[src/upml_flux_field_update_defines.svh]
// Assertion macros shared by the UPML flux update block.
`ifndef UPML_FLUX_FIELD_UPDATE_DEFINES_SVH
`define UPML_FLUX_FIELD_UPDATE_DEFINES_SVH

// Same-cycle implication, checked on every rising clk outside reset.
`define UPML_ASSERT_NOW(label, ante, cons) \
    label: assert property (@(posedge clk) disable iff (!rst_n) (ante) |-> (cons)) \
        else $error("upml: same-cycle check failed");

// Next-cycle implication, checked on every rising clk outside reset.
`define UPML_ASSERT_NEXT(label, ante, cons) \
    label: assert property (@(posedge clk) disable iff (!rst_n) (ante) |=> (cons)) \
        else $error("upml: next-cycle check failed");

`endif

[src/upml_pkg.sv]
// Package: sizes, types and helpers of the UPML flux update block.
package upml_pkg;

    localparam int CELLS       = 4096;
    localparam int CELL_W      = 12;
    localparam int CELL_AW     = $clog2(CELLS);
    localparam int STORE_DEPTH = 3 * CELLS;
    localparam int STORE_AW    = $clog2(STORE_DEPTH);

    localparam int DATA_W     = 32;                  // Q16.16 fields and fluxes
    localparam int COEF_W     = 32;                  // Q2.30 coefficients
    localparam int PROD_W     = DATA_W + COEF_W;
    localparam int FRAC_SHIFT = 30;
    localparam int TRUNC_W    = PROD_W - FRAC_SHIFT;
    localparam int SUM_W      = TRUNC_W + 1;

    localparam int OP_W        = 2;
    localparam int COMP_W      = 2;
    localparam int OP_POST_BIT = 0;                  // 1: post update, 0: pre update
    localparam int OP_CURR_BIT = 1;                  // 1: current store, 0: voltage store

    localparam logic [COMP_W-1:0] COMP_NONE = 2'd3;  // no store entry

    typedef struct packed {
        logic                active;
        logic [STORE_AW-1:0] addr;
    } clr_status_t;

    typedef struct packed {
        logic [DATA_W-1:0] new_flux;
        logic [DATA_W-1:0] result;
        logic              clip;
    } upd_result_t;

    // Store entry of a component/cell pair; cells wrap modulo CELLS.
    function automatic logic [STORE_AW-1:0] store_addr(
        input logic [COMP_W-1:0] comp,
        input logic [CELL_W-1:0] cell_idx
    );
        store_addr = STORE_AW'(comp) * STORE_AW'(CELLS) + STORE_AW'(cell_idx[CELL_AW-1:0]);
    endfunction

endpackage

[src/upml_clear.sv]
// Post-reset clearing sequencer: walks every flux store entry once.
module upml_clear (
    input  logic                  clk,
    input  logic                  rst_n,
    output upml_pkg::clr_status_t status
);

    localparam logic [upml_pkg::STORE_AW-1:0] LAST_ADDR =
        upml_pkg::STORE_AW'(upml_pkg::STORE_DEPTH - 1);

    logic                          active_reg;
    logic [upml_pkg::STORE_AW-1:0] addr_reg;

    always_ff @(posedge clk or negedge rst_n)
    begin
        if (!rst_n)
        begin
            active_reg <= 1'b1;
            addr_reg   <= '0;
        end
        else if (active_reg)
        begin
            if (addr_reg == LAST_ADDR)
            begin
                active_reg <= 1'b0;
            end
            else
            begin
                addr_reg <= addr_reg + 1'b1;
            end
        end
    end

    assign status.active = active_reg;
    assign status.addr   = addr_reg;

endmodule

[config.mk]
export PLATFORM = sky130hd
export DESIGN_NAME = upml_clear
export DESIGN_NICKNAME = d
export VERILOG_FILES = /design/src/upml_flux_field_update_defines.svh /design/src/upml_pkg.sv /design/src/upml_clear.sv
export SDC_FILE = /design/constraint.sdc
export NUM_CORES = 1
export LEC_CHECK = 0
export BUFFER_PORTS_ARGS = -buffer_cell sky130_fd_sc_hd__clkbuf_2
export CAP_MARGIN = 20
export CELL_PAD_IN_SITES_DETAIL_PLACEMENT = 2
export CELL_PAD_IN_SITES_GLOBAL_PLACEMENT = 2
export CORE_AREA = 2 2 54 56
export CTS_CLUSTER_DIAMETER = 200
export DETAILED_ROUTE_END_ITERATION = 16
export DIE_AREA = 0 0 56 58
export PLACE_DENSITY_LB_ADDON = 0.05
export SKIP_CTS_REPAIR_TIMING = 1
export SYNTH_ARGS = -nofsm -noshare
export SYNTH_HDL_FRONTEND = slang
export SYNTH_SLANG_ARGS = --single-unit
[constraint.sdc]
create_clock -name clk -period 1.55 [get_ports clk]
set_input_delay 0.31 -clock clk [delete_from_list [all_inputs] [get_ports clk]]
set_output_delay 0.31 -clock clk [all_outputs]
set_load 0.01 [all_outputs]
* After elaboration in Yosys (flattened, before gate mapping)
Index checks and enable logic that the tools add are counted.
** Word-level totals
- Register bits :: 15
- Bits in latches :: 0
- Bits in writable memories :: 0
- ROM bits :: 0
- Bits of input ports :: 2
- Output and inout bits :: 15
- Memories kept :: 0
** Cells by class
- Add/sub/neg operators :: 1
- Multiply operators :: 0
- Div/mod/pow operators :: 0
- Magnitude comparators :: 0
- Equal/unequal tests :: 1
- Shift-type cells :: 0
- Mux-type cells :: 2
- Bitwise logic cells :: 1
- Reductions and logical operators :: 1
** Operator list (count)
- $add A14 B1 Y14 const B :: 1
- $eq A14 B14 Y1 const B :: 1
- $mux W1 :: 2
- $reduce_and A2 Y1 :: 1
- $not A1 Y1 :: 1

* Logic depth before layout (Yosys ltp)
Gate-level depths: netlist (run 1).
- Depth after elaboration :: 3
- Gate-level depth with buffers :: 5
- Gate-level depth less buffers :: 5

* Worst setup path before layout (run 1)
No wires, ideal clock.
- Kind :: reg2reg
- Start point :: register addr_reg[0] in the netlist's numbering
- End point :: register addr_reg[1] in the netlist's numbering
- Setup time :: 0.125 ns
- Arrival :: 1.517 ns
- Setup slack :: -0.092 ns
- Stages on the path, launching flop included :: 5
- Buffers on the path :: 0
- Period minus slack after synthesis :: 1.642 ns
- Cell sequence :: dfrtp_1 > ha_1 > inv_1 > o41ai_4 > mux2_2
** On the way
- Cells in the longest elaborated chain, start to end :: 3
- Elaborated cells on any way between the ends :: 4
** RTL lines
- from (decl) :: RTL line upml_clear.sv:12 : logic [upml_pkg::STORE_AW-1:0] addr_reg;
- from (signal assigned) :: RTL line upml_clear.sv:29 : addr_reg <= addr_reg + 1'b1;
- parallel branches: the longest is 3 deep, another holds $add A14 B1 Y14
Parallel ways; which one is timed is not known.
A chain may end at the register's enable or synchronous reset.

* Worst setup path in the final report (run 1)
- Start point :: register addr_reg[7] in the netlist's numbering
- End point :: register addr_reg[7] in the netlist's numbering
Same word-level chain as after synthesis.

==> results.md, run 1 <==
- For this design the top-level I/O count stands at 17.
- After filler insertion, the fill cell instance count of the layout stands at 301.
- In this run the power density over the cells is 570 nW/um2.
- The first detailed-routing pass ran for 4 iterations.
- The via count of the first global-routing pass is 733.
- The number of different library cells used by synthesis comes to 26.
- For this run, the top clock speed supported by timing is 665 MHz.
- The met3 capacity usage during global routing is 2.01%.
- The data required time at the worst endpoint is 1760 ps.
- The number of enable-type register cells in the synthesized netlist is 0.
- The async set-reset flop share out of synthesis is 100%.
- The area overhead of the layout relative to synthesis is 46.3%.
- CTS built an H-tree with a depth of 1.
- CTS placed an instance of clkbuf_4 at the clock tree root.
- The flop-to-flop setup slack is 50 ps.
- The TritonCTS clock tree is yes.
- Detailed routing inserted a total of 649 vias.
- Max-cap violations in this run came to 0.
- For the worst flop-to-flop path, the logic depth is 4.
- The number of nets still failing antenna checks after routing is 0.
- The worst setup path is captured at a register.
- The post-detailed-placement half-perimeter wirelength is 1600 um.
- The final max-slew violation count is 0.
- The latest clock arrival within the worst-skew pair is 280 ps.
- The design draws 626 uW.
- The DRC violation count after routing is 0.
- The number of failing hold endpoints at the final stage is 0.
- The number of clock buffers inserted by TritonCTS is 3.
- After layout, the worst setup slack is 46.2 ps.
- The total nets after synthesis is 67.
- The initial core utilization is 28.2%.
- The accumulated negative setup slack is 0 ps.
- The worst-case IR drop observed on VDD is 0.000336 V.
- The average vias per placed instance is 4.70.
- For this run, the total global-route usage over all layers was measured as 13.8%.
- The tightest min-delay check is of the primary input to async pin type.
- The busiest metal layer after global routing is met2.
- Setup repair after global routing could not meet its margin everywhere.
- The reg-to-reg startpoint is addr_reg[7].
- Between clock sinks in the finished design, the worst skew comes to 4.22 ps.
- The largest fanout on the critical path is 6.
- The number of flip-flops and latches in the synthesized netlist is 15.
- The number of flip-flops in the largest register is 14.
- The core region is 2660 um2.
- The overall die width is 56 um.
- The number of standard cells after synthesis is 64.
- The met2 routing resource usage after global routing is 24.0%.
- The number of input and output port buffers inserted is 16.
- The core occupancy in the finished layout is 41.3%.
- The worst setup path is of the register to register kind.
- In the finished design, the share of the clock period the worst path needs comes to 97.0%.
- The final wirelength is 2080 um.
- In this run the worst setup path begins at addr_reg[7].
- The number of failing setup endpoints in the final timing report is 0.
- The number of antenna violations at the first check in global routing was 0.
- The clock passes through at most 2 buffers.
- For this run, the register share of the synthesized area comes to 50.2%.
- The met1 track utilization from global routing is 17.8%.
- At the placement stage, the worst setup path has a slack of 1.88 ps.
- The mean cell area of the mapped netlist is 11.7 um2.
- The area of the die is 3250 um2.
- The number of clock sinks is 15.
- The repair_antennas step left the layout with diodes totalling 0.
- The fraction of layout cells with a size suffix above 1 is 49.5%.
- Measured against its own limit, the worst slew margin works out to 73.3%.
- The final hold slack is 477 ps.
- The mapped netlist covers 751 um2.
- The post-detailed-route wirelength per cell is 15.1 um.
- The endpoint of the worst register-to-register path is addr_reg[7].
- The worst setup path endpoint is addr_reg[7].
- The global route total overflow is 0.
- The arrival time of data at the critical path endpoint is 1710 ps.
- The final layout contains 111 nets.
- The number of placement rows is 19.
- The count of yosys warnings during synthesis is 0.
- The pin slew with the least headroom to its limit is 400 ps.
- The congestion estimate from routability-driven global placement came to 0.705.
- The most frequent standard cell in the layout excluding fill and tap cells is buf_4.
- Subtracting the final worst setup slack from the clock period gives 1500 ps.
- The vertical extent of the die is 58 um.
- The first global-routing pass estimated 3440 um of wire.
- The startpoint kind of the worst setup timing path is a register.
- In the layout the commonest cells are 23 x buf_4, 16 x clkbuf_2, 12 x dfrtp_1.
- The run finished with clean final reports.
- The violation count after the first detailed-route iteration is 14.
- The CTS clock-pin slew for the worst setup and hold paths is 90 ps.
- The largest net degree at the start of global routing is 16.
- The most used flip-flop cell after synthesis is dfrtp_1.
- The leakage power is 0.000587 uW.
==> report_power, final <==
| part | internal [uW] | switching, uW | total, uW |
|---|---|---|---|
| clock network | 99.9 | 124 | 224 |
| logic | 2.51 | 8.10 | 10.6 |
| registers | 391 | 0 | 391 |
| total | 493 | 132 | 626 |
==> logic make-up after synthesis <==
| logic type | after synthesis | share of synthesized area (%) |
|---|---|---|
| xor+xnor | 11 | 12.8 |
| simple gates | 28 | 25.3 |
| compound gates | 4 | 6.00 |
| fa+ha+maj | 1 | 1.67 |
| mux | 1 | 1.50 |
| flops | 15 | 50.2 |
| buf+inv | 4 | 2.50 |
==> Yosys cell counts, drive strengths merged (2+ instances only) <==
master,count,share of area [%]
nor2,4,2.0
inv,3,1.5
dfrtp,14,47
nor3,3,2.0
nand3,5,3.3
xnor2,6,7.0
nand2,2,1.0
a21oi,2,1.3
nand4,6,7.8
xor2,5,5.8
==> routing by layer <==
metal  share of wire, %  routed length [um]
met4               0.67                  14
met5                  0                   0
met3                3.1                  64
met2                 51                1060
met1                 46                 950
==> through the flow <==
step                cells  instance area [um2]
floorplan              64                  759
global placement      130                 1020
detailed placement    130                 1020
CTS                   134                 1050
global route          138                 1100
finish                138                 1100
==> worst min-delay path by stage <==
stage                     start            to  slack [ps]
after floorplan           rst_n   addr_reg[0]          10
after global placement    rst_n   addr_reg[8]         260
after detailed placement  rst_n  addr_reg[10]         260
after CTS                 rst_n  addr_reg[11]         -70
after global routing      rst_n  addr_reg[11]         510
final                     rst_n  addr_reg[11]         480
==> cell type report <==
cell class	count	area, um2	share of cell area, %
flip-flops and latches	15	379	34.5
repair buffers	40	263	23.9
well taps	31	38.8	3.53
inverters	3	11.3	1.03
multi-input cells	45	380	34.6
clock buffers	4	26.3	2.39
==> worst max-delay path, stage by stage (launching register included) <==
cell and delay, ps:
dfrtp_1 400, nand4_4 170, or4_4 590, nand3b_1 140, xnor2_1 120
No activity file was read; power rests on OpenSTA's default activity.
==> inputs of run 2 (changes only) <==
--- a/config.mk
+++ b/config.mk
@@ -9,10 +9,10 @@
 export CAP_MARGIN = 20
 export CELL_PAD_IN_SITES_DETAIL_PLACEMENT = 2
 export CELL_PAD_IN_SITES_GLOBAL_PLACEMENT = 2
-export CORE_AREA = 2 2 54 56
+export CORE_AREA = 2 2 64 48
 export CTS_CLUSTER_DIAMETER = 200
 export DETAILED_ROUTE_END_ITERATION = 16
-export DIE_AREA = 0 0 56 58
+export DIE_AREA = 0 0 66 50
 export PLACE_DENSITY_LB_ADDON = 0.05
 export SKIP_CTS_REPAIR_TIMING = 1
 export SYNTH_ARGS = -nofsm -noshare
==> run 2 against run 1 <==
Against the previous run:
- the flow now finishes with violations (negative setup slack)
- design area increased by 6.5%
- routed wire length increased by 9.9%
- total power increased by 18%
- utilization increased by 2.4 points
- worst setup slack got worse by 70 ps
- first-iteration DRC count decreased by 14%
- maximum frequency decreased by 4.4%
- sequential power about the same
- clock-buffer cell count decreased by 1
- critical path depth increased by 1
==> results.md, run 2 (synthesized netlist as in run 1, its figures left out) <==
- The run finished, with violations left.
- The final reports fail on negative setup slack.
- The number of fillers in the final layout came to 298 (-1.0%).
- The largest net degree at the start of global routing is 16 (unchanged).
- The signal on the critical path passes through ha_4, inv_2, buf_6, o41ai_4, mux2_4.
- In this run the worst setup path terminates at addr_reg[1].
- The initial core utilization is 28.0% (-0.21 points).
- The violation count after the first detailed-route iteration is 12 (-2).
- STA classifies the critical path endpoint as a register.
- The post-detailed-placement half-perimeter wirelength is 1710 um (+6.8%).
- The clock tree skew after final layout is 8.94 ps (+4.72 ps).
- The worst supply voltage drop on vdd is 0.000441 V (+31%).
- The core occupancy in the finished layout was 43.6% (+2.4 points).
- The leakage power is 0.000613 uW (+4.4%).
- The clock tree buffer depth is 2 (unchanged).
- The power density of the placed cells is 629 nW/um2 (+10%).
- The number of nets still failing antenna checks after routing is 0 (unchanged).
- The via count of the first global-routing pass was 709 (-3.3%).
- The worst slew margin relative to its limit was 73.5% (+0.18 points).
- TritonCTS built the clock tree.
- The net count reported at finish is 112 (+0.90%).
- The maximum cell stage delay along the critical path is 410 ps (-180 ps).
- The worst setup slack after layout is -23.7 ps (-70.0 ps).
- The area used by sequential logic in the layout is 379 um2 (unchanged).
- The flop-to-flop setup slack is -20 ps (-70 ps).
- The iteration count of the initial detailed-routing pass is 2 (-2).
- The area overhead of the layout relative to synthesis is 55.8%.
- The latest clock arrival within the worst-skew pair is 260 ps (-20 ps).
- The number of failing hold endpoints at the final stage is 0 (unchanged).
- The number of flip-flops in the largest register is 14 (unchanged).
- The global route total overflow is 0 (unchanged).
- Tracing the worst setup path back leads to its startpoint at addr_reg[1].
- The cell type of the slowest stage on the worst timing path is dfrtp_1.
- The number of clock sinks came to 15 (unchanged).
- The number of input and output port buffers inserted came to 16 (unchanged).
- The worst setup path is launched from a register.
- The number of placement rows is 16 (-3).
- The fraction of layout cells with a size suffix above 1 was 55.6% (+6.0 points).
- The diode insertion count for antenna repair is 0 (unchanged).
- The CTS clock-pin slew for the worst setup and hold paths is 70 ps (-20 ps).
- The maximum clock frequency came to 635 MHz (-4.4%).
- The total global-route track usage is 15.6% (+1.8 points).
- The startpoint identified for the worst register-to-register timing path is addr_reg[1].
- The largest fanout on the critical path is 3 (-3).
- The wire length of the first global-routing pass is 3650 um (+6.2%).
- The max-capacitance violation count was 0 (unchanged).
- The clock period minus final worst setup slack is 1570 ps (+70.0 ps).
- The area of the die is 3300 um2 (+1.6%).
- The post-detailed-route wirelength per cell is 15.9 um (+5.3%).
- In the layout the commonest cells are 23 x buf_4, 16 x clkbuf_2, 12 x dfrtp_1.
- Setup repair after global routing could not meet its margin everywhere.
- The arrival time of data at the critical path endpoint came to 1720 ps (about the same).
- The path depth of the worst reg2reg path was 5 (+1).
- The cell sitting at the root of the clock tree is a clkbuf_8.
- The global placement routability congestion is 0.857 (+22%).
- The count of vias placed by the detailed router is 671 (+3.4%).
- The average vias per placed instance is 4.66 (-0.92%).
- The DRC violation count after routing came to 0 (unchanged).
- Leaving out fill and tap cells, the most frequent cell in the layout is buf_4.
- The endpoint of the worst register-to-register path is addr_reg[1].
- The multi-input logic area is 414 um2 (+8.9%).
- The overall die width is 66 um (+18%).
- The H-tree level count is 1 (unchanged).
- The number of placed I/O pins was 17 (unchanged).
- The vertical extent of the die is 50 um (-14%).
- The portion of the clock cycle consumed by the worst path in the final layout was 102% (+4.5 points).
- The number of failing setup endpoints in the final timing report is 1 (+1).
- The data required time at the worst endpoint is 1700 ps (-60 ps).
- The pin slew with the least headroom to its limit came to 397 ps (-2.77 ps).
- The min-delay analysis places its worst path in the category primary input to async pin.
- The number of clock buffers inserted by TritonCTS was 3 (unchanged).
- The final max-slew violation count is 0 (unchanged).
- The accumulated negative setup slack came to -23.7 ps (-23.7 ps).
- The number of antenna violations at the first check in global routing is 0 (unchanged).
- The final wirelength was 2290 um (+9.9%).
- The type of the worst setup path is register to register.
- The area of the core is 2680 um2 (+0.75%).
## run 2: stage by stage
step | setup WS [ps] | power [uW] | cells | instance area (um2) | hold WS, ps
6_report | -23.7 | 736 | 144 | 1170 | 498
5_1_grt | -109 | 768 | 144 | 1170 | 531
4_1_cts | -37.5 | 742 | 140 | 1080 | -27.2
3_5_place_dp | -9.92 | 408 | 136 | 1030 | 254
3_3_place_gp | 42.3 | 408 | 136 | 1030 | 256
2_1_floorplan | -45.0 | 399 | 64 | 759 | 14.4
## run 2: power breakdown
part / internal [uW] / switching, uW
clock: 179 / 155
sequential: 391 / 0
combinational: 2.51 / 8.03
total: 573 / 163
## run 2: layer usage
layer	vias up	GRT usage, %	routed length (um)
met5	-	0	0
met4	0	4.08	36
met3	5	6.62	116
met2	13	21.9	1010
met1	336	21.8	1130
li1	317	-	-
## run 2: worst min-delay path by stage
stage / to / slack (ps)
4_1_cts: addr_reg[7] / -30
5_1_grt: addr_reg[7] / 530
6_report: addr_reg[7] / 500
3_5_place_dp: addr_reg[7] / 250
3_3_place_gp: addr_reg[5] / 260
2_1_floorplan: addr_reg[0] / 10
## run 2: layout make-up
cell class	count	area share, %
Sequential cell	15	32.4
Clock buffer	3	3.53
Clock inverter	1	0.428
Tap cell	36	3.85
Inverter	3	0.963
Multi-Input combinational cell	45	35.4
Timing Repair Buffer	41	23.4
## run 2: worst max-delay path, delay by kind of cell, from the launching register on
family / cells / cell delay (ps)
compound gates: 1 / 400
fa+ha+maj: 1 / 170
buf+inv: 2 / 150
flops: 1 / 410
mux: 1 / 330
