<file path="config.mk">
export PLATFORM = sky130hd
export DESIGN_NAME = upml_ram
export DESIGN_NICKNAME = d
export VERILOG_FILES = /design/src/upml_flux_field_update_defines.svh /design/src/upml_ram.sv
export SDC_FILE = /design/constraint.sdc
export NUM_CORES = 1
export LEC_CHECK = 0
export BUFFER_PORTS_ARGS = -buffer_cell sky130_fd_sc_hd__buf_2
export CORE_ASPECT_RATIO = 1.5
export CORE_UTILIZATION = 30
export DETAILED_ROUTE_END_ITERATION = 7
export MAX_ROUTING_LAYER = met4
export SYNTH_ARGS = -nofsm -noshare
export SYNTH_HDL_FRONTEND = slang
export SYNTH_SLANG_ARGS = --single-unit
</file>
<file path="constraint.sdc">
create_clock -name clk -period 3.73 [get_ports clk]
set_input_delay 0.373 -clock clk [delete_from_list [all_inputs] [get_ports clk]]
set_output_delay 0.373 -clock clk [all_outputs]
set_load 0.05 [all_outputs]
</file>
<file path="src/upml_flux_field_update_defines.svh">
// Assertion macros shared by the UPML flux update block.
`ifndef UPML_FLUX_FIELD_UPDATE_DEFINES_SVH
`define UPML_FLUX_FIELD_UPDATE_DEFINES_SVH

// Same-cycle implication, checked on every rising clk outside reset.
`define UPML_ASSERT_NOW(label, ante, cons) \
    label: assert property (@(posedge clk) disable iff (!rst_n) (ante) |-> (cons)) \
        else $error("upml: same-cycle check failed");

// Next-cycle implication, checked on every rising clk outside reset.
`define UPML_ASSERT_NEXT(label, ante, cons) \
    label: assert property (@(posedge clk) disable iff (!rst_n) (ante) |=> (cons)) \
        else $error("upml: next-cycle check failed");

`endif

</file>
<file path="src/upml_ram.sv">
// Generic single-write, single-read RAM with registered read (read-first).
module upml_ram #(
    parameter int WIDTH = 32,
    parameter int DEPTH = 16
) (
    input  logic                     clk,
    input  logic                     we,
    input  logic [$clog2(DEPTH)-1:0] waddr,
    input  logic [WIDTH-1:0]         wdata,
    input  logic [$clog2(DEPTH)-1:0] raddr,
    output logic [WIDTH-1:0]         rdata
);

    logic [WIDTH-1:0] mem_reg [DEPTH];
    logic [WIDTH-1:0] rdata_reg;

    always_ff @(posedge clk)
    begin
        if (we)
        begin
            mem_reg[waddr] <= wdata;
        end
        rdata_reg <= mem_reg[raddr];
    end

    assign rdata = rdata_reg;

endmodule

</file>
# == Word-level counts from Yosys, hierarchy flattened ==
# Memories as Yosys holds them, arrays and structs flattened. A register that Yosys moved wholly into a read port is not among the register bits.
# Index checks and enable logic that the tools add are counted.
# totals
reg_bits,0
mem_bits_rw,512
inputBits,42
mem_count,1
# classes
muxes,2
# memory_table
name,words,width,read_ports,rd_clocked_by_memory_dff,write_ports,line,text
mem_reg,16,32,1,1,1,upml_ram.sv:14,logic [WIDTH-1:0] mem_reg [DEPTH];
# ops
operator,count
1-bit two-way mux,2

# == Depth between registers and ports, before layout ==
# Gate-level depths: netlist (run 1).
# logic_depth
ltp_word,2
depth_mapped,5
depth_no_buf,3

# == Least setup slack after synthesis (run 1) ==
# No wires, ideal clock.
# synth_timing
kind,input to register
from,input waddr[2]
to,memory mem_reg[0][0] (enable)
setup_time_ns,0.461
t_arrival_ns,3.091
t_required_ns,3.269
setup_slack_ns,0.177
stages,2
cell_sequence,or3b_2 nor3_1
# synth_lines
element,line,text
from (decl),upml_ram.sv:8,"input logic [$clog2(DEPTH)-1:0] waddr,"
to (decl),upml_ram.sv:14,
# Straight into the memory's write port.

==> impl_metrics.yaml, run 1 <==
timing:
  worstMarginPinSlew_ns: 1.09
  rsz0062_at_grt: "no"
  setup_skew_after_layout_ns: 0.0178
  hold_viol_final: 0
  finalSetupViolations: 0
  maxSlewHeadroom: 0.272
  fmax_ghz: 0.550
  totalNegativeSetupSlack_ns: 0
  postLayoutSetupSlackWorst_ns: 1.91
  final.min_clock_period_ns: 1.82
  drv_slew: 0
  layout_worst_path_cycle_share: 0.487
  hold_slack_ns: 0.181
min_path:
  holdCritPathClass: "in -> reg"
  whs_path_depth: 1
  holdPathEnd: "mem_reg[0][11]"
  min-delay-start: "wdata[11]"
clock_network:
  clock_latency_ns: 0.56
  tritoncts: "yes"
  cts.clk_slew.worst_paths_ns: 0.07
  cts_made_buffers: 46
  deepest_clock_path_buffer_count: 3
  cts-resized-gates: 0
  tritoncts_num_sinks: 544
  cts_setup_buffers: 0
  clk_root_buffer_cell: "sky130_fd_sc_hd__clkbuf_16"
  cts_max_level: 2
  cts_hold_repair.buffers: 0
place:
  place_hpwl_mm: 23.9
  globalplace.congestion: 0.715
  io_buffer_count: 73
  place_ws_ns: 1.25
  placed_cell_area_sq_um: 21600
layout:
  drive_above_1_share: 0.329
  nFillCells: 5942
  layout.cell_area.non_filler_sq_um: 23100
  nNetsFinal: 990
  synthToLayoutAreaGrowth_pct: 16.5
  largest_reg_flops: 512
synth:
  yosys-top-cells-area: "sky130_fd_sc_hd__edfxtp_1 77%, sky130_fd_sc_hd__mux4_2 15%, sky130_fd_sc_hd__dfxtp_1 3.2%"
  ys.warnings.count: 0
  synthesis.nets: 880
  netlist-cell-type-count: 18
  synth_ff_type: "sky130_fd_sc_hd__edfxtp_1"
  synth-seq-cells: 544
  mappedNetlistArea_sq_um: 19900
  post_synth_most_frequent_cells: "512 x sky130_fd_sc_hd__edfxtp_1, 128 x sky130_fd_sc_hd__mux4_2, 64 x sky130_fd_sc_hd__a22oi_1, 33 x sky130_fd_sc_hd__nand2_1, 32 x sky130_fd_sc_hd__dfxtp_1"
  synth_edf_count: 512
  synthesis.instances: 838
  part_of_the_yosys_area_used_for_sequential_elements: 0.807
  async_flop_share: 0
  post-synth-top-count-cell: "sky130_fd_sc_hd__edfxtp_1"
  netlist.area_leader.share: 0.774
  synth_area_per_cell_sq_um: 23.7
  synth_top_cell_by_area: "sky130_fd_sc_hd__edfxtp_1"
route:
  wl_per_cell_microns: 23.3
  met3WireLength_mm: 2.17
  top_layer_in_use: "met4"
  drc: 0
  initialDrtViolationCount: 792
  routed-via-count: 8925
  route.detailed.vias_per_inst: 4.78
  drt-met1-wl_mm: 17.6
  detail-route-antenna-nets: 0
  dr.pass1.iters: 4
  met2WireLength_mm: 22.5
  route.final.wire_length_mm: 43.5
setup_path:
  number_of_cells_on_the_worst_reg_to_reg_path: 3
  path_max_fanout: 40
  rrSetupSlack_ns: 2.27
  worst-setup-path-type: "in -> reg"
  r2r-start: "mem_reg[3][26]"
  timing.critical_path.to_type: "flip-flop"
  critical_path.startpoint_type: "input pin"
  worstPathArrival_ns: 2.24
  r2r_end: "rdata[26]"
  cp_data_required_time_ns: 4.15
die:
  floorplan.die.width_microns: 212
  fp.dieArea_sq_um: 67200
  chipHeight_microns: 317
  core_area_sq_um: 65500
  row_count: 115
  boundary_pin_count: 74
  initial_core_util: 0.303
pwr:
  powerDensity_nw_per_um2: 542
  power_leakage_uw: 0.00728
  total_power_uw: 12500
  power.ir.vdd_worst_mv: 0.314
global_route:
  groute.usage.overall: 0.136
  first_global_vias: 9673
  grt_first_pass_wirelength_mm: 64.1
  grt_overflow: 0
  grt_antenna_before_repair: 5
  grt_start_max_net_pins: 54
job:
  maxCapViolations: 0
run_status:
  status: "completed"
-- worst max-delay path by stage --
stage                        start       endpoint  cells after the start
after floorplan           waddr[2]  mem_reg[0][0]                      2
after global placement    raddr[0]       rdata[1]                      5
after detailed placement  raddr[0]       rdata[1]                      5
after CTS                 raddr[0]       rdata[1]                      5
after global routing      raddr[0]       rdata[1]                      5
final                     raddr[0]       rdata[1]                      5
-- metal layers --
metal | vias up | GRT usage
met5 | - | -
met4 | 0 | 0.0507
met3 | 71 | 0.0225
met2 | 225 | 0.229
met1 | 4844 | 0.163
li1 | 3785 | -
-- cell type report --
class,instances,area (sq um),share of cell area
Timing Repair Buffer,105,692,0.0299
Multi-Input combinational cell,251,3750,0.162
Sequential cell,544,16000,0.693
Clock buffer,63,1320,0.0569
Clock inverter,22,243,0.0105
Tap cell,877,1100,0.0475
Antenna cell,4,10.0,0.000433
-- stage by stage --
| stage | util | std cells |
|---|---|---|
| finish | 0.353 | 1866 |
| global route | 0.353 | 1866 |
| CTS | 0.353 | 1862 |
| detailed placement | 0.329 | 1777 |
| global placement | 0.329 | 1777 |
| floorplan | - | 838 |
-- kinds of logic (layout without fill, tap and decap cells) --
logic type / after synthesis / count (layout) / share of synthesized area
other: 0 / 4 / 0
AOI/OAI and AO/OA: 64 / 64 / 0.0242
and+or+nand+nor: 59 / 59 / 0.0127
muxes: 128 / 128 / 0.145
DFF: 544 / 544 / 0.807
buffers and inverters: 43 / 190 / 0.0112
-- critical path: stages --
cell and delay (ns):
sky130_fd_sc_hd__clkbuf_8 0.43, sky130_fd_sc_hd__buf_4 0.43, sky130_fd_sc_hd__mux4_2 0.55, sky130_fd_sc_hd__a22oi_1 0.26
sky130_fd_sc_hd__nand2_1 0.14
-- cell usage in the layout, fill, tap and decap left out, types with 2 or more instances in the layout --
| cell | instances |
|---|---|
| sky130_fd_sc_hd__nor2b_4 | 2 |
| sky130_fd_sc_hd__nand2_1 | 33 |
| sky130_fd_sc_hd__a22oi_1 | 64 |
| sky130_fd_sc_hd__clkbuf_16 | 47 |
| sky130_fd_sc_hd__bufinv_16 | 5 |
| sky130_fd_sc_hd__clkinv_1 | 7 |
| sky130_fd_sc_hd__edfxtp_1 | 512 |
| sky130_fd_sc_hd__clkbuf_1 | 8 |
| sky130_fd_sc_hd__dfxtp_1 | 32 |
| sky130_fd_sc_hd__clkinvlp_4 | 2 |
| sky130_fd_sc_hd__nand2b_1 | 2 |
| sky130_fd_sc_hd__buf_4 | 27 |
| sky130_fd_sc_hd__nor2_4 | 13 |
| sky130_fd_sc_hd__nor3_2 | 4 |
| sky130_fd_sc_hd__clkbuf_8 | 9 |
| sky130_fd_sc_hd__clkinv_2 | 5 |
| sky130_fd_sc_hd__buf_12 | 6 |
| sky130_fd_sc_hd__clkinv_4 | 2 |
| sky130_fd_sc_hd__mux4_2 | 128 |
| sky130_fd_sc_hd__diode_2 | 4 |
| sky130_fd_sc_hd__buf_2 | 71 |
| sky130_fd_sc_hd__nand3b_1 | 2 |
-- report_power, final --
| group | switching, uW | total [uW] | internal [uW] |
|---|---|---|---|
| Clock | 2100 | 4920 | 2820 |
| Combinational | 494 | 745 | 251 |
| Sequential | 39.7 | 6870 | 6830 |
Power figures use the tool's default switching activity.
==> run 2: changes to the inputs <==
==> constraint.sdc (replaced) <==
create_clock -name clk -period 1.5 [get_ports clk]
set_input_delay 0.15 -clock clk [delete_from_list [all_inputs] [get_ports clk]]
set_output_delay 0.15 -clock clk [all_outputs]
set_load 0.05 [all_outputs]
==> impl_metrics.yaml, run 2 (synthesis results as in run 1) <==
die:
  initial_core_util: 0.303
  floorplan.die.width_microns: 212
  boundary_pin_count: 74
  fp.dieArea_sq_um: 67200
  chipHeight_microns: 317
  row_count: 115
  core_area_sq_um: 65500
setup_path:
  critical_path.startpoint_type: "flip-flop"
  cp_num_buf_inv: 0
  worst-setup-path-type: "reg -> reg"
  crit_path_max_incr_delay_ns: 0.48
  crit_path_top_delay_cell: "sky130_fd_sc_hd__mux4_2"
  timing.critical_path.to_type: "flip-flop"
  cp_top_family: "multiplexers"
  cp_cell_sequence: "mux4_2 -> a22oi_1 -> nand2_1"
  cp_data_required_time_ns: 1.93
  worstPathArrival_ns: 1.87
  path_max_fanout: 1
clock_network:
  cts_made_buffers: 45
  cts.clk_slew.worst_paths_ns: 0.07
  clk_root_buffer_cell: "sky130_fd_sc_hd__clkbuf_16"
  deepest_clock_path_buffer_count: 3
  cts_setup_buffers: 0
  clock_latency_ns: 0.57
  tritoncts: "yes"
  cts_max_level: 2
  tritoncts_num_sinks: 544
pwr:
  power.ir.vdd_worst_mv: 0.801
  powerDensity_nw_per_um2: 1320
  power_leakage_uw: 0.00783
  total_power_uw: 32100
route:
  drc: 0
  dr.pass1.iters: 7
  routed-via-count: 9173
  initialDrtViolationCount: 686
  wl_per_cell_microns: 22.5
  route.final.wire_length_mm: 43.7
  detail-route-antenna-nets: 0
  route.detailed.vias_per_inst: 4.72
timing:
  rsz0062_at_grt: "no"
  worstMarginPinSlew_ns: 0.501
  layout_worst_path_cycle_share: 0.958
  maxSlewHeadroom: 0.666
  hold_viol_final: 0
  final.min_clock_period_ns: 1.44
  fmax_ghz: 0.696
  finalSetupViolations: 0
  totalNegativeSetupSlack_ns: 0
  setup_skew_after_layout_ns: 0.0137
  hold_slack_ns: 0.125
  drv_slew: 0
place:
  io_buffer_count: 73
  globalplace.congestion: 0.721
  placed_cells_incl_taps: 1823
  place_hpwl_mm: 25.5
global_route:
  first_global_vias: 9689
  grt_first_pass_wirelength_mm: 64.2
  groute.usage.overall: 0.136
  grt_overflow: 0
  grt_antenna_before_repair: 4
  grt_start_max_net_pins: 33
layout:
  instances_no_fill: 1943
  nNetsFinal: 1067
  synthToLayoutAreaGrowth_pct: 22.8
  drive_above_1_share: 0.354
  layout.cells.most_common: "sky130_fd_sc_hd__edfxtp_1"
  commonest_cells_after_routing_fill_and_taps_aside: "512 x sky130_fd_sc_hd__edfxtp_1, 128 x sky130_fd_sc_hd__mux4_2, 71 x sky130_fd_sc_hd__buf_2"
  largest_reg_flops: 512
min_path:
  holdCritPathClass: "in -> reg"
run_status:
  status: "completed"
job:
  maxCapViolations: 0
==> run 2: cell count changes in the layout (fill, tap and decap cells not counted), moves of 3 or more <==
cell                            delta
sky130_fd_sc_hd__clkbuf_1          -3
sky130_fd_sc_hd__clkinv_2          +3
sky130_fd_sc_hd__dlygate4sd3_1    +32
sky130_fd_sc_hd__clkinv_1          -3
sky130_fd_sc_hd__buf_12           +36
sky130_fd_sc_hd__bufinv_16         +4
sky130_fd_sc_hd__nor3_4            +4
sky130_fd_sc_hd__buf_4            +10
sky130_fd_sc_hd__nor3_2            -4
==> run 2: power by group <==
group	internal, uW	switching [uW]
clock network	7650	5270
logic	827	1270
registers	17000	114
total	25500	6660
==> run 2: what timing repair did <==
action	in CTS	in global routing
hold buffers	32	0
resized for setup	0	0
hold endpoints to repair	512	0
==> run 2: cell type report <==
| type | instances | area (sq um) |
|---|---|---|
| Clock buffer | 59 | 1290 |
| Sequential cell | 544 | 16000 |
| Clock inverter | 25 | 362 |
| Antenna cell | 4 | 10.0 |
| Multi-Input combinational cell | 251 | 3790 |
| Timing Repair Buffer | 183 | 1810 |
| Tap cell | 877 | 1100 |
| Fill cell | 5862 | 41100 |
==> run 2: worst reg2reg max path, stage by stage (launching register included) <==
cell	delay, ns
sky130_fd_sc_hd__edfxtp_1	0.38
sky130_fd_sc_hd__mux4_2	0.48
sky130_fd_sc_hd__a22oi_1	0.31
sky130_fd_sc_hd__nand2_1	0.14
==> run 2: worst paths after layout <==
path | from | to | slack, ns | cells after the start
worst max-delay path | mem_reg[3][22] | rdata[22] | 0.06 | 3
worst min-delay path | raddr[2] | rdata[0] | 0.12 | 4
worst max register to register | mem_reg[3][22] | rdata[22] | 0.06 | 3
worst min register to register | mem_reg[4][6] | rdata[6] | 0.68 | 3
==> run 2: metrics by stage <==
step,utilization,worst slack (ns),area [sq um]
global route,0.372,0.0322,24400
finish,0.372,0.0630,24400
CTS,0.372,0.00149,24400
global placement,0.342,-0.220,22400
floorplan,-,-0.359,20000
detailed placement,0.342,-0.228,22400
==> run 2: per-layer routing <==
| metal | GRT usage | part of all wire | vias to the layer above |
|---|---|---|---|
| li1 | - | - | 3941 |
| met1 | 0.164 | 0.39 | 4929 |
| met2 | 0.237 | 0.54 | 242 |
| met3 | 0.0177 | 0.048 | 61 |
| met4 | 0.0423 | 0.024 | 0 |
| met5 | - | 0 | - |
==> run 3: changes to the inputs <==
--- a/config.mk
+++ b/config.mk
@@ -7,9 +7,11 @@
 export LEC_CHECK = 0
 export BUFFER_PORTS_ARGS = -buffer_cell sky130_fd_sc_hd__buf_2
 export CORE_ASPECT_RATIO = 1.5
-export CORE_UTILIZATION = 30
+export CORE_MARGIN = 10
+export CORE_UTILIZATION = 51
 export DETAILED_ROUTE_END_ITERATION = 7
 export MAX_ROUTING_LAYER = met4
+export PLACE_DENSITY = 0.7
 export SYNTH_ARGS = -nofsm -noshare
 export SYNTH_HDL_FRONTEND = slang
 export SYNTH_SLANG_ARGS = --single-unit
==> impl_metrics.yaml, run 3 (synthesis results as in run 1) <==
route:
  wl_per_cell_microns: 26.8
  route.final.wire_length_mm: 41.5
  detail-route-antenna-nets: 0
  routed-via-count: 9176
  drc: 0
  dr.pass1.iters: 6
  route.detailed.vias_per_inst: 5.93
  initialDrtViolationCount: 947
pwr:
  power.ir.vdd_worst_mv: 0.773
  power_leakage_uw: 0.00769
  powerDensity_nw_per_um2: 1320
setup_path:
  crit_path_max_incr_delay_ns: 0.39
  critical_path.startpoint_type: "flip-flop"
  cp_num_buf_inv: 1
  cp_top_family: "flip-flops"
  timing.critical_path.to_type: "output pin"
  crit_path_top_delay_cell: "sky130_fd_sc_hd__dfxtp_1"
  path_max_fanout: 1
  worstPathArrival_ns: 1.25
  worst-setup-path-type: "reg -> out"
  cp_cell_sequence: "buf_2"
  cp_data_required_time_ns: 1.35
timing:
  hold_viol_final: 0
  layout_worst_path_cycle_share: 0.934
  finalSetupViolations: 0
  hold_slack_ns: 0.183
  final.min_clock_period_ns: 1.40
  worstMarginPinSlew_ns: 0.450
  rsz0062_at_grt: "no"
  setup_skew_after_layout_ns: 0.0163
  postLayoutSetupSlackWorst_ns: 0.0988
  fmax_ghz: 0.714
  totalNegativeSetupSlack_ns: 0
  maxSlewHeadroom: 0.700
  drv_slew: 0
global_route:
  first_global_vias: 9886
  grt_antenna_before_repair: 1
  groute.usage.overall: 0.181
  grt_overflow: 0
  grt_start_max_net_pins: 33
  grt_first_pass_wirelength_mm: 62.8
die:
  core_area_sq_um: 38400
  boundary_pin_count: 74
  chipHeight_microns: 262
  initial_core_util: 0.517
  floorplan.die.width_microns: 181
  row_count: 88
  fp.dieArea_sq_um: 47400
place:
  placed_cell_area_sq_um: 21800
  placed_cells_incl_taps: 1427
  io_buffer_count: 73
  globalplace.congestion: 0.728
  place_hpwl_mm: 23.5
  place_ws_ns: -0.190
layout:
  nFillCells: 2547
  multi_input_combinational_cell_area_sq_um: 3790
  drive_above_1_share: 0.334
  layout.cells.most_common: "sky130_fd_sc_hd__edfxtp_1"
  nNetsFinal: 1055
  largest_reg_flops: 512
  area.sequential_sq_um: 16000
  layout.cell_area.non_filler_sq_um: 23700
  synthToLayoutAreaGrowth_pct: 19.2
  commonest_cells_after_routing_fill_and_taps_aside: "512 x sky130_fd_sc_hd__edfxtp_1, 128 x sky130_fd_sc_hd__mux4_2, 71 x sky130_fd_sc_hd__buf_2"
  instances_no_fill: 1548
clock_network:
  deepest_clock_path_buffer_count: 3
  cts_max_level: 2
  clk_root_buffer_cell: "sky130_fd_sc_hd__clkbuf_16"
  cts-resized-gates: 0
  cts_made_buffers: 47
  tritoncts_num_sinks: 544
  cts.clk_slew.worst_paths_ns: 0.06
  tritoncts: "yes"
  clock_latency_ns: 0.57
run_status:
  status: "completed"
job:
  maxCapViolations: 0
min_path:
  holdCritPathClass: "in -> reg"
==> run 3: cell type report <==
type,count,share of cell area
timing repair buffer,169,0.0714
clock inverter,22,0.0112
clock buffer,66,0.0540
sequential,544,0.677
tap,495,0.0262
antenna,1,0.000106
multi-input combinational,251,0.160
==> run 3: tightest hold or removal path: cells and delay by family <==
family	cells	cell delay (ns)
AO/OA/AOI/OAI	1	0.08
buffers and inverters	1	0.19
multiplexers	1	0.24
AND/OR/NAND/NOR	1	0.05
==> run 3: repair_timing <==
action                    4_1_cts  5_1_grt
hold endpoints to repair      512        0
buffers inserted                0        0
hold buffers                   32        0
==> run 3: per-stage QoR <==
stage,power (uW),utilization
final,31200,0.616
after global routing,32200,0.616
after floorplan,18600,-
after global placement,19300,0.567
after detailed placement,19400,0.567
after CTS,31500,0.616
==> run 3: path summary, 6_finish.rpt <==
| check | cells past startpoint | start | to | slack, ns |
|---|---|---|---|---|
| worst min-delay path | 4 | raddr[1] | rdata[6] | 0.18 |
| worst max-delay path | 1 | rdata[21] | rdata[21] | 0.1 |
| worst min register to register | 3 | mem_reg[6][3] | rdata[3] | 0.67 |
| worst max register to register | 3 | mem_reg[2][17] | rdata[17] | 0.13 |
==> run 3: layer usage <==
layer / track usage / wire length [microns]
met1: 0.229 / 16300
met2: 0.304 / 21800
met3: 0.0266 / 2550
met4: 0.0498 / 828
met5: - / 0
==> run 3: report_power, final <==
group          total, uW  internal [uW]  leakage [uW]  switching (uW)
Combinational       2010            778       0.00204            1230
Sequential         17100          17000       0.00489             117
Clock              12100           7000      0.000750            5140
