==> src/upml_flux_field_update_defines.svh <==
// Assertion macros shared by the UPML flux update block.
`ifndef UPML_FLUX_FIELD_UPDATE_DEFINES_SVH
`define UPML_FLUX_FIELD_UPDATE_DEFINES_SVH

// Same-cycle implication, checked on every rising clk outside reset.
`define UPML_ASSERT_NOW(label, ante, cons) \
    label: assert property (@(posedge clk) disable iff (!rst_n) (ante) |-> (cons)) \
        else $error("upml: same-cycle check failed");

// Next-cycle implication, checked on every rising clk outside reset.
`define UPML_ASSERT_NEXT(label, ante, cons) \
    label: assert property (@(posedge clk) disable iff (!rst_n) (ante) |=> (cons)) \
        else $error("upml: next-cycle check failed");

`endif

==> src/upml_pkg.sv <==
// Package: sizes, types and helpers of the UPML flux update block.
package upml_pkg;

    localparam int CELLS       = 4096;
    localparam int CELL_W      = 12;
    localparam int CELL_AW     = $clog2(CELLS);
    localparam int STORE_DEPTH = 3 * CELLS;
    localparam int STORE_AW    = $clog2(STORE_DEPTH);

    localparam int DATA_W     = 32;                  // Q16.16 fields and fluxes
    localparam int COEF_W     = 32;                  // Q2.30 coefficients
    localparam int PROD_W     = DATA_W + COEF_W;
    localparam int FRAC_SHIFT = 30;
    localparam int TRUNC_W    = PROD_W - FRAC_SHIFT;
    localparam int SUM_W      = TRUNC_W + 1;

    localparam int OP_W        = 2;
    localparam int COMP_W      = 2;
    localparam int OP_POST_BIT = 0;                  // 1: post update, 0: pre update
    localparam int OP_CURR_BIT = 1;                  // 1: current store, 0: voltage store

    localparam logic [COMP_W-1:0] COMP_NONE = 2'd3;  // no store entry

    typedef struct packed {
        logic                active;
        logic [STORE_AW-1:0] addr;
    } clr_status_t;

    typedef struct packed {
        logic [DATA_W-1:0] new_flux;
        logic [DATA_W-1:0] result;
        logic              clip;
    } upd_result_t;

    // Store entry of a component/cell pair; cells wrap modulo CELLS.
    function automatic logic [STORE_AW-1:0] store_addr(
        input logic [COMP_W-1:0] comp,
        input logic [CELL_W-1:0] cell_idx
    );
        store_addr = STORE_AW'(comp) * STORE_AW'(CELLS) + STORE_AW'(cell_idx[CELL_AW-1:0]);
    endfunction

endpackage

==> src/upml_update.sv <==
// Truncate products, add, saturate and pick the new flux and the result.
module upml_update (
    input  logic                                  post,
    input  logic signed [upml_pkg::DATA_W-1:0]    flux,
    input  logic signed [upml_pkg::DATA_W-1:0]    field,
    input  logic signed [upml_pkg::PROD_W-1:0]    prod_a,
    input  logic signed [upml_pkg::PROD_W-1:0]    prod_b,
    output upml_pkg::upd_result_t                 res
);

    localparam int SW = upml_pkg::SUM_W;
    localparam int DW = upml_pkg::DATA_W;
    localparam int TW = upml_pkg::TRUNC_W;

    localparam logic signed [SW-1:0] SAT_MAX = {{(SW-DW+1){1'b0}}, {(DW-1){1'b1}}};
    localparam logic signed [SW-1:0] SAT_MIN = {{(SW-DW+1){1'b1}}, {(DW-1){1'b0}}};

    logic signed [TW-1:0] a_trunc;
    logic signed [TW-1:0] b_trunc;
    logic signed [SW-1:0] a_ext;
    logic signed [SW-1:0] b_ext;
    logic signed [SW-1:0] flux_ext;
    logic signed [SW-1:0] lhs;
    logic signed [SW-1:0] rhs;
    logic signed [SW-1:0] sum;
    logic                 clip_hi;
    logic                 clip_lo;
    logic [DW-1:0]        sat;

    // arithmetic shift right by 30 == floor toward minus infinity
    assign a_trunc  = prod_a[upml_pkg::PROD_W-1:upml_pkg::FRAC_SHIFT];
    assign b_trunc  = prod_b[upml_pkg::PROD_W-1:upml_pkg::FRAC_SHIFT];
    assign a_ext    = {{(SW-TW){a_trunc[TW-1]}}, a_trunc};
    assign b_ext    = {{(SW-TW){b_trunc[TW-1]}}, b_trunc};
    assign flux_ext = {{(SW-DW){flux[DW-1]}}, flux};

    // pre: scale*field - fcoef*flux; post: flux + scale*field
    assign lhs = post ? flux_ext : a_ext;
    assign rhs = post ? a_ext : -b_ext;
    assign sum = lhs + rhs;

    assign clip_hi = sum > SAT_MAX;
    assign clip_lo = sum < SAT_MIN;

    always_comb
    begin
        if (clip_hi)
        begin
            sat = SAT_MAX[DW-1:0];
        end
        else if (clip_lo)
        begin
            sat = SAT_MIN[DW-1:0];
        end
        else
        begin
            sat = sum[DW-1:0];
        end
    end

    assign res.new_flux = post ? field : sat;
    assign res.result   = post ? sat : flux;
    assign res.clip     = clip_hi | clip_lo;

endmodule
==> config.mk <==
export PLATFORM = sky130hd
export DESIGN_NAME = upml_update
export DESIGN_NICKNAME = d
export VERILOG_FILES = /design/src/upml_flux_field_update_defines.svh /design/src/upml_pkg.sv /design/src/upml_update.sv
export SDC_FILE = /design/constraint.sdc
export NUM_CORES = 1
export LEC_CHECK = 0
export ABC_CLOCK_PERIOD_IN_PS = 9000
export BUFFER_PORTS_ARGS = -buffer_cell sky130_fd_sc_hd__buf_2
export CAP_MARGIN = 25
export CORE_ASPECT_RATIO = 0.8
export CORE_MARGIN = 2
export CORE_UTILIZATION = 30
export DETAILED_ROUTE_END_ITERATION = 7
export GPL_ROUTABILITY_DRIVEN = 0
export REMOVE_ABC_BUFFERS = 1
export SYNTH_ARGS = -nofsm -noshare
export SYNTH_HDL_FRONTEND = slang
export SYNTH_SLANG_ARGS = --single-unit
==> constraint.sdc <==
create_clock -name vclk -period 9
set_input_delay 1.35 -clock vclk [all_inputs]
set_output_delay 1.35 -clock vclk [all_outputs]
set_load 0.005 [all_outputs]
### After elaboration in Yosys (flattened, before gate mapping)

Index checks and enable logic that the tools add are counted.

* add/subtract/negate cells: 2
* order comparisons: 2
* multiplexer cells: 6
* bitwise gates (word level): 1

Operators by type and width (number)
* 32-bit 2-to-1 mux: 4
* 35-bit 2-to-1 mux: 2
* 35-bit adder: 1
* 35-bit by 32-bit greater-than comparator with 1-bit output, second input constant: 1
* 35-bit by 32-bit < comparator with 1-bit output, second input constant: 1
* 34-bit negation with 35-bit output: 1
* 1-bit OR: 1

* register bits after elaboration: 0
* input port bits: 193
* output and inout port bits: 65
* word-level logic and storage cells: 11

### Longest topological paths before layout

Gate-level depths: netlist of the first run.

* word-level depth: 7
* gate-level depth with buffers: 21
* depth with buffers taken out: 18

### Least setup slack after synthesis of the first run

No wires, ideal clock.

* kind: input -> output
* start point: in prod_b[31] in the netlist's numbering
* end point: out res[31] in the netlist's numbering
* arrival: 5.771 ns
* required time: 7.650 ns
* path slack: 1.879 ns
* stages: 17
* buffers on the path: 1
* path through: or4_1 nor4_1 nand3b_1 nor3_1 xor2_1 o21ai_0 ha_1 buf_2 nand4_1 or4_1 o22a_1 o221ai_2 a41oi_1 xnor2_2 or4_1 a22o_1 mux2_2

RTL lines
* start, declared: RTL line upml_update.sv:7 `input logic signed [upml_pkg::PROD_W-1:0] prod_b,`
* end, declared: RTL line upml_update.sv:8 `output upml_pkg::upd_result_t res`

==> flow_metrics.tcl, run 1 <==
set metrics [dict create \
    status "finished clean" \
    port_buffers 198 \
    die_w_um 141 \
    wirelength_um 16000 \
    area_growth_pct 24.7 \
    fin_nets 1092 \
    dieArea_um2 15900 \
    yosysWarnings 0 \
    max_slew.worst_pin.slew_ns 0.745 \
    drc_errors 0 \
    diodes 0 \
    yosysSeqAreaShare_pct 0 \
    setup-tns-final_ns 0 \
    slew_viol_final 0 \
    vdd_ir_drop_max_v 0.0000455 \
    finalCriticalPeriod_ns 8.35 \
    p_leak_nw 2.59 \
    grt_max_degree 107 \
    critPathMaxStageDelay_ns 0.61 \
    syn_area_per_cell_um2 6.47 \
    start_util_pct 31.0 \
    nFlopsAndLatches 0 \
    vias 5519 \
    p_total_mw 0.613 \
    required_ns 7.65 \
    timing.fmax_mhz 120 \
    hold_start "field[31]" \
    path_buf_inv 2 \
    slowest_stage "or4_1" \
    critPathArrivalTime_ns 7.00 \
    setup_violations 0 \
    rows 39 \
    vias_per_cell 5.29 \
    grt_usage_pct 19.0 \
    dieHeight_um 113 \
    min_path_cells 4 \
    rsz0062_at_grt "no" \
    wl_per_cell_um 15.4 \
    placed_cells 1044 \
    p_per_area_nw_per_um2 110 \
    layout.cells.non_filler 1044 \
    worstSetupPathType "input port to output pin" \
    cp-end-kind "output pin" \
    finalHoldViolations 0 \
    syn_area_um2 4480 \
    final_common_cell "buf_2" \
    cts-resized-gates 0 \
    ant_nets 0 \
    cap_violations 0 \
    slew_headroom_pct 50.3 \
    final_util_pct 38.7 \
    grt_pass1_vias 4976 \
    worstSetupStartpointType "input port" \
    synthCells 692 \
    core_um2 14400 \
    path_max_fanout 13 \
    drive_above_1_share_pct 32.7 \
    cp_cell_sequence "buf_2 -> or4_1 -> nor4_1 -> nand3b_1 -> nor3_1 -> nand2b_1 -> nor4_1 -> xor2_1 -> o21ai_1 -> ha_1 -> a21oi_1 -> o21ai_0 -> a221o_1 -> a221oi_1 -> o21ai_0 -> xnor2_2 -> a31o_1 -> nand2_2 -> o22ai_1 -> buf_2" \
    cts_hold_buffers 0 \
    ys_types 67 \
    post-cts-setup-buffers 0 \
    layout_common_cells "buf_2 (197), nand2_1 (111), nor2_1 (66), o21ai_0 (60), a21oi_1 (55)" \
    hp-class "input port to output pin" \
    drtIter0Drc 306 \
    clkbuf_count 0 \
    grt_pass1_wl_um 25300 \
    min_to "res[64]" \
    dr.pass1.iters 5 \
    fin_ws_ns 0.655 \
    grt_antenna_before_repair 1 \
    io-pin-count 258 \
    ff_latch_area_um2 0 \
    min_period_over_period_pct 92.7 \
    dp_hpwl_um 13400 \
    pre_cts_slack_ns 0.704 \
    crit_family "simple AND/OR/NAND/NOR gates" \
    grt_overflow 0 \
]
==> cell families after synthesis <==
family / count (synthesis) / share of synthesized area (%)
and+or+nand+nor: 268 / 28.3
muxes: 38 / 9.41
buffers and inverters: 70 / 7.09
xor gates and xnor gates: 63 / 12.7
adders and majority gates: 37 / 10.5
AOI/OAI and AO/OA: 216 / 32.1
==> synthesized netlist by cell type, drive strengths merged, types with 2 or more instances <==
cell,count,area (µm²)
o41ai,2,17.5
o22ai,14,87.6
or2,4,25.0
xnor2,28,260
nor2b,14,87.6
a211oi,11,82.6
clkbuf,23,86.3
nand4,9,56.3
inv,28,105
a311oi,2,17.5
o31a,3,35.0
nor3,20,100
nand2b,7,43.8
nand3,6,30.0
ha,36,450
mux2,33,372
a221o,2,20.0
a22oi,3,22.5
or4,8,71.3
nor2,66,248
xor2,35,307
buf,19,126
mux2i,5,50.1
nor4,7,50.1
o211ai,20,185
a21o,4,30.0
o21ai,62,310
o21a,2,15.0
or3,3,18.8
nand2,112,423
o22a,2,17.5
o31ai,3,22.5
a221oi,5,62.6
o21bai,5,37.5
and3,3,18.8
and2,3,18.8
a21oi,65,363
==> stage by stage <==
| step | hold WS [ns] | instance area [µm²] |
|---|---|---|
| after floorplan | 2.76 | 4270 |
| after global placement | 2.97 | 5590 |
| after detailed placement | 2.97 | 5590 |
| after CTS | 2.98 | 5590 |
| after global routing | 2.99 | 5590 |
| final | 2.97 | 5590 |
==> tightest hold or removal path, delay by kind of cell <==
family                 cells  cell delay [ns]
and+or+nand+nor            1             0.04
AOI/OAI and AO/OA          1             0.05
buffers and inverters      2             0.18
==> metal layers <==
metal / vias to the layer above / GRT usage [%] / share of wire, %
li1: 2844 / - / -
met1: 2483 / 29.4 / 51
met2: 186 / 30.3 / 42
met3: 4 / 1.40 / 6.8
met4: 2 / 0.533 / 0.23
met5: - / 0 / 0.081
==> cell type report <==
cell class / instances / area, µm²
Fill cell: 1610 / 8860
Inverter: 28 / 105
Multi-Input combinational cell: 622 / 4160
Timing Repair Buffer: 210 / 1090
Tap cell: 184 / 230
==> report_power, final <==
part	switching (mW)	internal, mW	total, mW
registers	0	0	0
clock network	0	0	0
logic	0.356	0.256	0.613
==> worst max path at each step <==
stage | start | to | slack [ns] | cells past startpoint
6_report | prod_b[31] | res[8] | 0.65 | 20
3_5_place_dp | prod_b[31] | res[22] | 0.70 | 20
5_1_grt | prod_b[31] | res[22] | 0.31 | 20
2_1_floorplan | prod_b[31] | res[10] | 1.39 | 18
4_1_cts | prod_b[31] | res[22] | 0.69 | 20
3_3_place_gp | prod_b[31] | res[25] | 0.75 | 20
Note: power is estimated with default switching activity, not from simulation.
==> run 2, diff against run 1 <==
PLACE_DENSITY_LB_ADDON = 0.08   (was not set)
==> run 2 against run 1 <==
  * Power down 0.85%
  * Clock-buffer cell count unchanged
  * Maximum frequency down 0.81%
  * Critical path depth unchanged
  * Final area down 0.45%
  * Global-route usage about the same
  * Via count down 0.53%
  * Setup slack worse by 0.068 ns
  * Hold slack better by 0.0024 ns
  * Final cell count down 0.48%
  * Sequential share of layout area unchanged
  * Routed wire length up 1.1%
  * Critical path type unchanged
  * Largest cell class unchanged
  * Highest routed layer is now met4
==> flow_metrics.tcl, run 2 (synthesis gave the netlist of run 1 again) <==
set metrics [dict create \
    vias 5490 \
    ant_nets 0 \
    required_ns 7.65 \
    dr.pass1.iters 5 \
    dieHeight_um 113 \
    worstSetupStartpointType "input port" \
    die_w_um 141 \
    vdd_ir_drop_max_v 0.0000479 \
    dieArea_um2 15900 \
    cts-resized-gates 0 \
    finalCriticalPeriod_ns 8.41 \
    post-cts-setup-buffers 0 \
    finalHoldViolations 0 \
    hp-class "input port to output pin" \
    cp-end-kind "output pin" \
    drtIter0Drc 344 \
    vias_per_cell 5.28 \
    rows 39 \
    io-pin-count 258 \
    grt_usage_pct 19.1 \
    grt_pass1_vias 5016 \
    min_path_cells 4 \
    layout_common_cells "buf_2 (197), nand2_1 (111), nor2_1 (66), o21ai_0 (60), a21oi_1 (55)" \
    fin_ws_ns 0.586 \
    dp_hpwl_um 13200 \
    area_growth_pct 24.2 \
    final_common_cell "buf_2" \
    hold_ws_ns 2.97 \
    pre_cts_slack_ns 0.624 \
    path_max_fanout 16 \
    p_per_area_nw_per_um2 109 \
    ff_latch_area_um2 0 \
    cts_hold_buffers 0 \
    cap_violations 0 \
    drc_errors 0 \
    wl_per_cell_um 15.6 \
    port_buffers 198 \
    nFlopsAndLatches 0 \
    setup_violations 0 \
    grt_pass1_wl_um 25600 \
    layout.cells.non_filler 1039 \
    clkbuf_count 0 \
    slew_viol_final 0 \
    grt_overflow 0 \
    rsz0062_at_grt "no" \
    fin_nets 1087 \
    diodes 0 \
    slew_headroom_pct 48.3 \
    wirelength_um 16200 \
    start_util_pct 31.0 \
    setup-tns-final_ns 0 \
    max_slew.worst_pin.slew_ns 0.775 \
    core_um2 14400 \
    grt_max_degree 114 \
    worstSetupPathType "input port to output pin" \
    grt_antenna_before_repair 0 \
    critPathArrivalTime_ns 7.06 \
    min_to "res[64]" \
    hold_start "field[31]" \
    status "finished clean" \
    drive_above_1_share_pct 32.3 \
    p_leak_nw 2.57 \
    placed_cells 1039 \
    timing.fmax_mhz 119 \
    min_period_over_period_pct 93.5 \
]
## run 2: cell count changes in the layout (fill, tap and decap cells not counted)
cell,previous run,this run
buf_12,0,1
buf_4,12,6
## run 2: final cells by class
cell class | count | area [µm²]
Fill cell | 1605 | 8880
Multi-Input combinational cell | 622 | 4160
Tap cell | 184 | 230
Inverter | 28 | 105
Timing Repair Buffer | 205 | 1060
## run 2: power breakdown
group          total [mW]  internal (mW)  switching (mW)
Combinational       0.608          0.250           0.357
Sequential              0              0               0
Clock                   0              0               0
## run 2: how the worst max path moves through the flow
| stage | startpoint | endpoint | slack, ns |
|---|---|---|---|
| after floorplan | prod_b[31] | res[10] | 1.39 |
| after global placement | prod_b[31] | res[54] | 0.70 |
| after detailed placement | prod_b[31] | res[57] | 0.62 |
| after CTS | prod_b[31] | res[57] | 0.59 |
| after global routing | prod_b[31] | res[48] | 0.18 |
| final | prod_b[31] | res[57] | 0.59 |
## run 2: metrics by stage
| step | power (mW) | instance area [µm²] | utilization (%) |
|---|---|---|---|
| final | 0.608 | 5560 | 38.5 |
| after global routing | 0.672 | 5560 | 38.5 |
| after CTS | 0.610 | 5560 | 38.5 |
| after detailed placement | 0.605 | 5560 | 38.5 |
| after global placement | 0.601 | 5560 | 38.5 |
| after floorplan | 0.374 | 4270 | - |
## run 2: critical path, stage by stage
cell      delay (ns)
buf_2           0.11
or4_1           0.61
nor4_1          0.44
nand3b_1        0.27
buf_4           0.26
nor3_1          0.18
xor2_1          0.16
o21ai_0         0.09
ha_1            0.48
nand4_1         0.22
or4_1           0.54
o22a_1          0.24
o221ai_2        0.30
a41oi_1         0.22
xnor2_2         0.22
o31a_4          0.42
nor2_1          0.44
buf_4           0.29
a21oi_1         0.09
buf_2           0.13
## run 2: metal layers
| metal | GRT usage, % | part of all wire [%] |
|---|---|---|
| met1 | 29.1 | 52 |
| met2 | 30.4 | 42 |
| met3 | 1.57 | 5.3 |
| met4 | 1.07 | 0.38 |
| met5 | 0 | 0 |
==> run 3, diff against run 2 <==
CORE_UTILIZATION = 40   (was 30)
PLACE_DENSITY = 0.74   (was not set)
PLACE_DENSITY_LB_ADDON = not set   (was 0.08)
==> run 3 against run 2 <==
  * Critical path depth up 2
  * Sequential share of layout area unchanged
  * Final cell count is 3.5% lower
  * Die area down 24%
  * Setup slack improved by 0.13 ns
  * Maximum frequency up 1.5%
  * Critical path type unchanged
==> flow_metrics.tcl, run 3 (synthesis gave the netlist of run 1 again) <==
set metrics [dict create \
    final_common_cell "buf_2" \
    p_leak_nw 2.59 \
    rows 34 \
    wirelength_um 15200 \
    status "finished clean" \
    vdd_ir_drop_max_v 0.0000454 \
    grt-busiest-layer "met2" \
    grt_overflow 0 \
    path_max_fanout 16 \
    rsz0062_at_grt "no" \
    port_buffers 198 \
    area_growth_pct 23.4 \
    start_util_pct 41.1 \
    cp_cell_sequence "buf_2 -> or4_1 -> nor4_1 -> nand3b_1 -> buf_4 -> nor3_1 -> nand2b_1 -> nor4_1 -> xor2_1 -> o21ai_1 -> ha_1 -> a21oi_1 -> o21ai_0 -> a221o_1 -> a221oi_1 -> o21ai_0 -> xnor2_2 -> o31a_4 -> nor2_1 -> buf_4 -> a21oi_1 -> buf_2" \
    min_period_over_period_pct 92.1 \
    setup-tns-final_ns 0 \
    drtIter0Drc 257 \
    finalCriticalPeriod_ns 8.29 \
    critPathMaxStageDelay_ns 0.60 \
    grt_pass1_wl_um 23800 \
    drive_above_1_share_pct 32.6 \
    drc_errors 0 \
    timing.fmax_mhz 121 \
    cap_violations 0 \
    cp-end-kind "output pin" \
    grt_usage_pct 23.6 \
    p_per_area_nw_per_um2 109 \
    ant_nets 0 \
    vias_per_cell 5.52 \
    dr.pass1.iters 5 \
    cts-resized-gates 0 \
    worstSetupStartpointType "input port" \
    grtUsageMet2_pct 40.4 \
    finalHoldViolations 0 \
    p_total_mw 0.605 \
    grt_max_degree 106 \
    multiInputGateArea_um2 4160 \
    pre_cts_slack_ns 0.719 \
    fin_ws_ns 0.713 \
    worstSetupPathType "input port to output pin" \
    io-pin-count 258 \
    clkbuf_count 0 \
    layout_common_cells "buf_2 (197), nand2_1 (111), nor2_1 (66), o21ai_0 (60), a21oi_1 (55)" \
    max_slew.worst_pin.slew_ns 0.719 \
    dieHeight_um 98.7 \
    vias 5541 \
    slew_headroom_pct 51.6 \
    grt_antenna_before_repair 0 \
    dp_hpwl_um 12400 \
    fillers 1192 \
    grt_util_met3_pct 1.22 \
    die_w_um 122 \
    grt_pass1_vias 4996 \
    diodes 0 \
    slew_viol_final 0 \
    ff_latch_area_um2 0 \
    slowest_stage "or4_1" \
    post-cts-setup-buffers 0 \
    hp-class "input port to output pin" \
    wl_per_cell_um 15.1 \
    dieArea_um2 12100 \
    required_ns 7.65 \
    cts_hold_buffers 0 \
    nFlopsAndLatches 0 \
    core_um2 10900 \
    critPathArrivalTime_ns 6.94 \
    met1_usage_pct 34.3 \
    setup_violations 0 \
    fin_nets 1091 \
]
run 3: critical path: cells and delay by family:
kind / cells / cell delay (ns)
AND/OR/NAND/NOR: 7 / 2.33
AO/OA/AOI/OAI: 8 / 1.71
adder cells (fa/ha/maj): 1 / 0.38
buffers and inverters: 4 / 0.75
XOR/XNOR: 2 / 0.40
run 3: area by class of cell:
type / count / area share [%]
multi-input cells: 622 / 75.3
well taps: 144 / 3.26
repair buffers: 209 / 19.5
inverters: 28 / 1.90
run 3: path summary, 6_finish.rpt:
path / start / endpoint / slack [ns] / cells past startpoint
max: prod_b[31] / res[48] / 0.71 / 22
min: field[14] / res[47] / 2.98 / 4
run 3: metrics by stage:
| step | cell area [µm²] | cells | utilization, % | hold WS (ns) |
|---|---|---|---|---|
| 2_1_floorplan | 4270 | 650 | - | 2.76 |
| 3_3_place_gp | 5530 | 1003 | 50.8 | 2.97 |
| 3_5_place_dp | 5530 | 1003 | 50.8 | 2.98 |
| 4_1_cts | 5530 | 1003 | 50.8 | 2.98 |
| 5_1_grt | 5530 | 1003 | 50.8 | 3.00 |
| 6_report | 5530 | 1003 | 50.8 | 2.98 |
run 3: layer usage:
layer / wire length, µm / up-vias
li1: - / 2842
met1: 7400 / 2486
met2: 6720 / 207
met3: 991 / 6
met4: 61 / 0
met5: 0 / -
run 3: where the power goes:
| group | total (mW) | internal, mW | switching, mW | leakage (nW) |
|---|---|---|---|---|
| registers | 0 | 0 | 0 | 0 |
| clock network | 0 | 0 | 0 | 0 |
| logic | 0.605 | 0.252 | 0.353 | 2.59 |
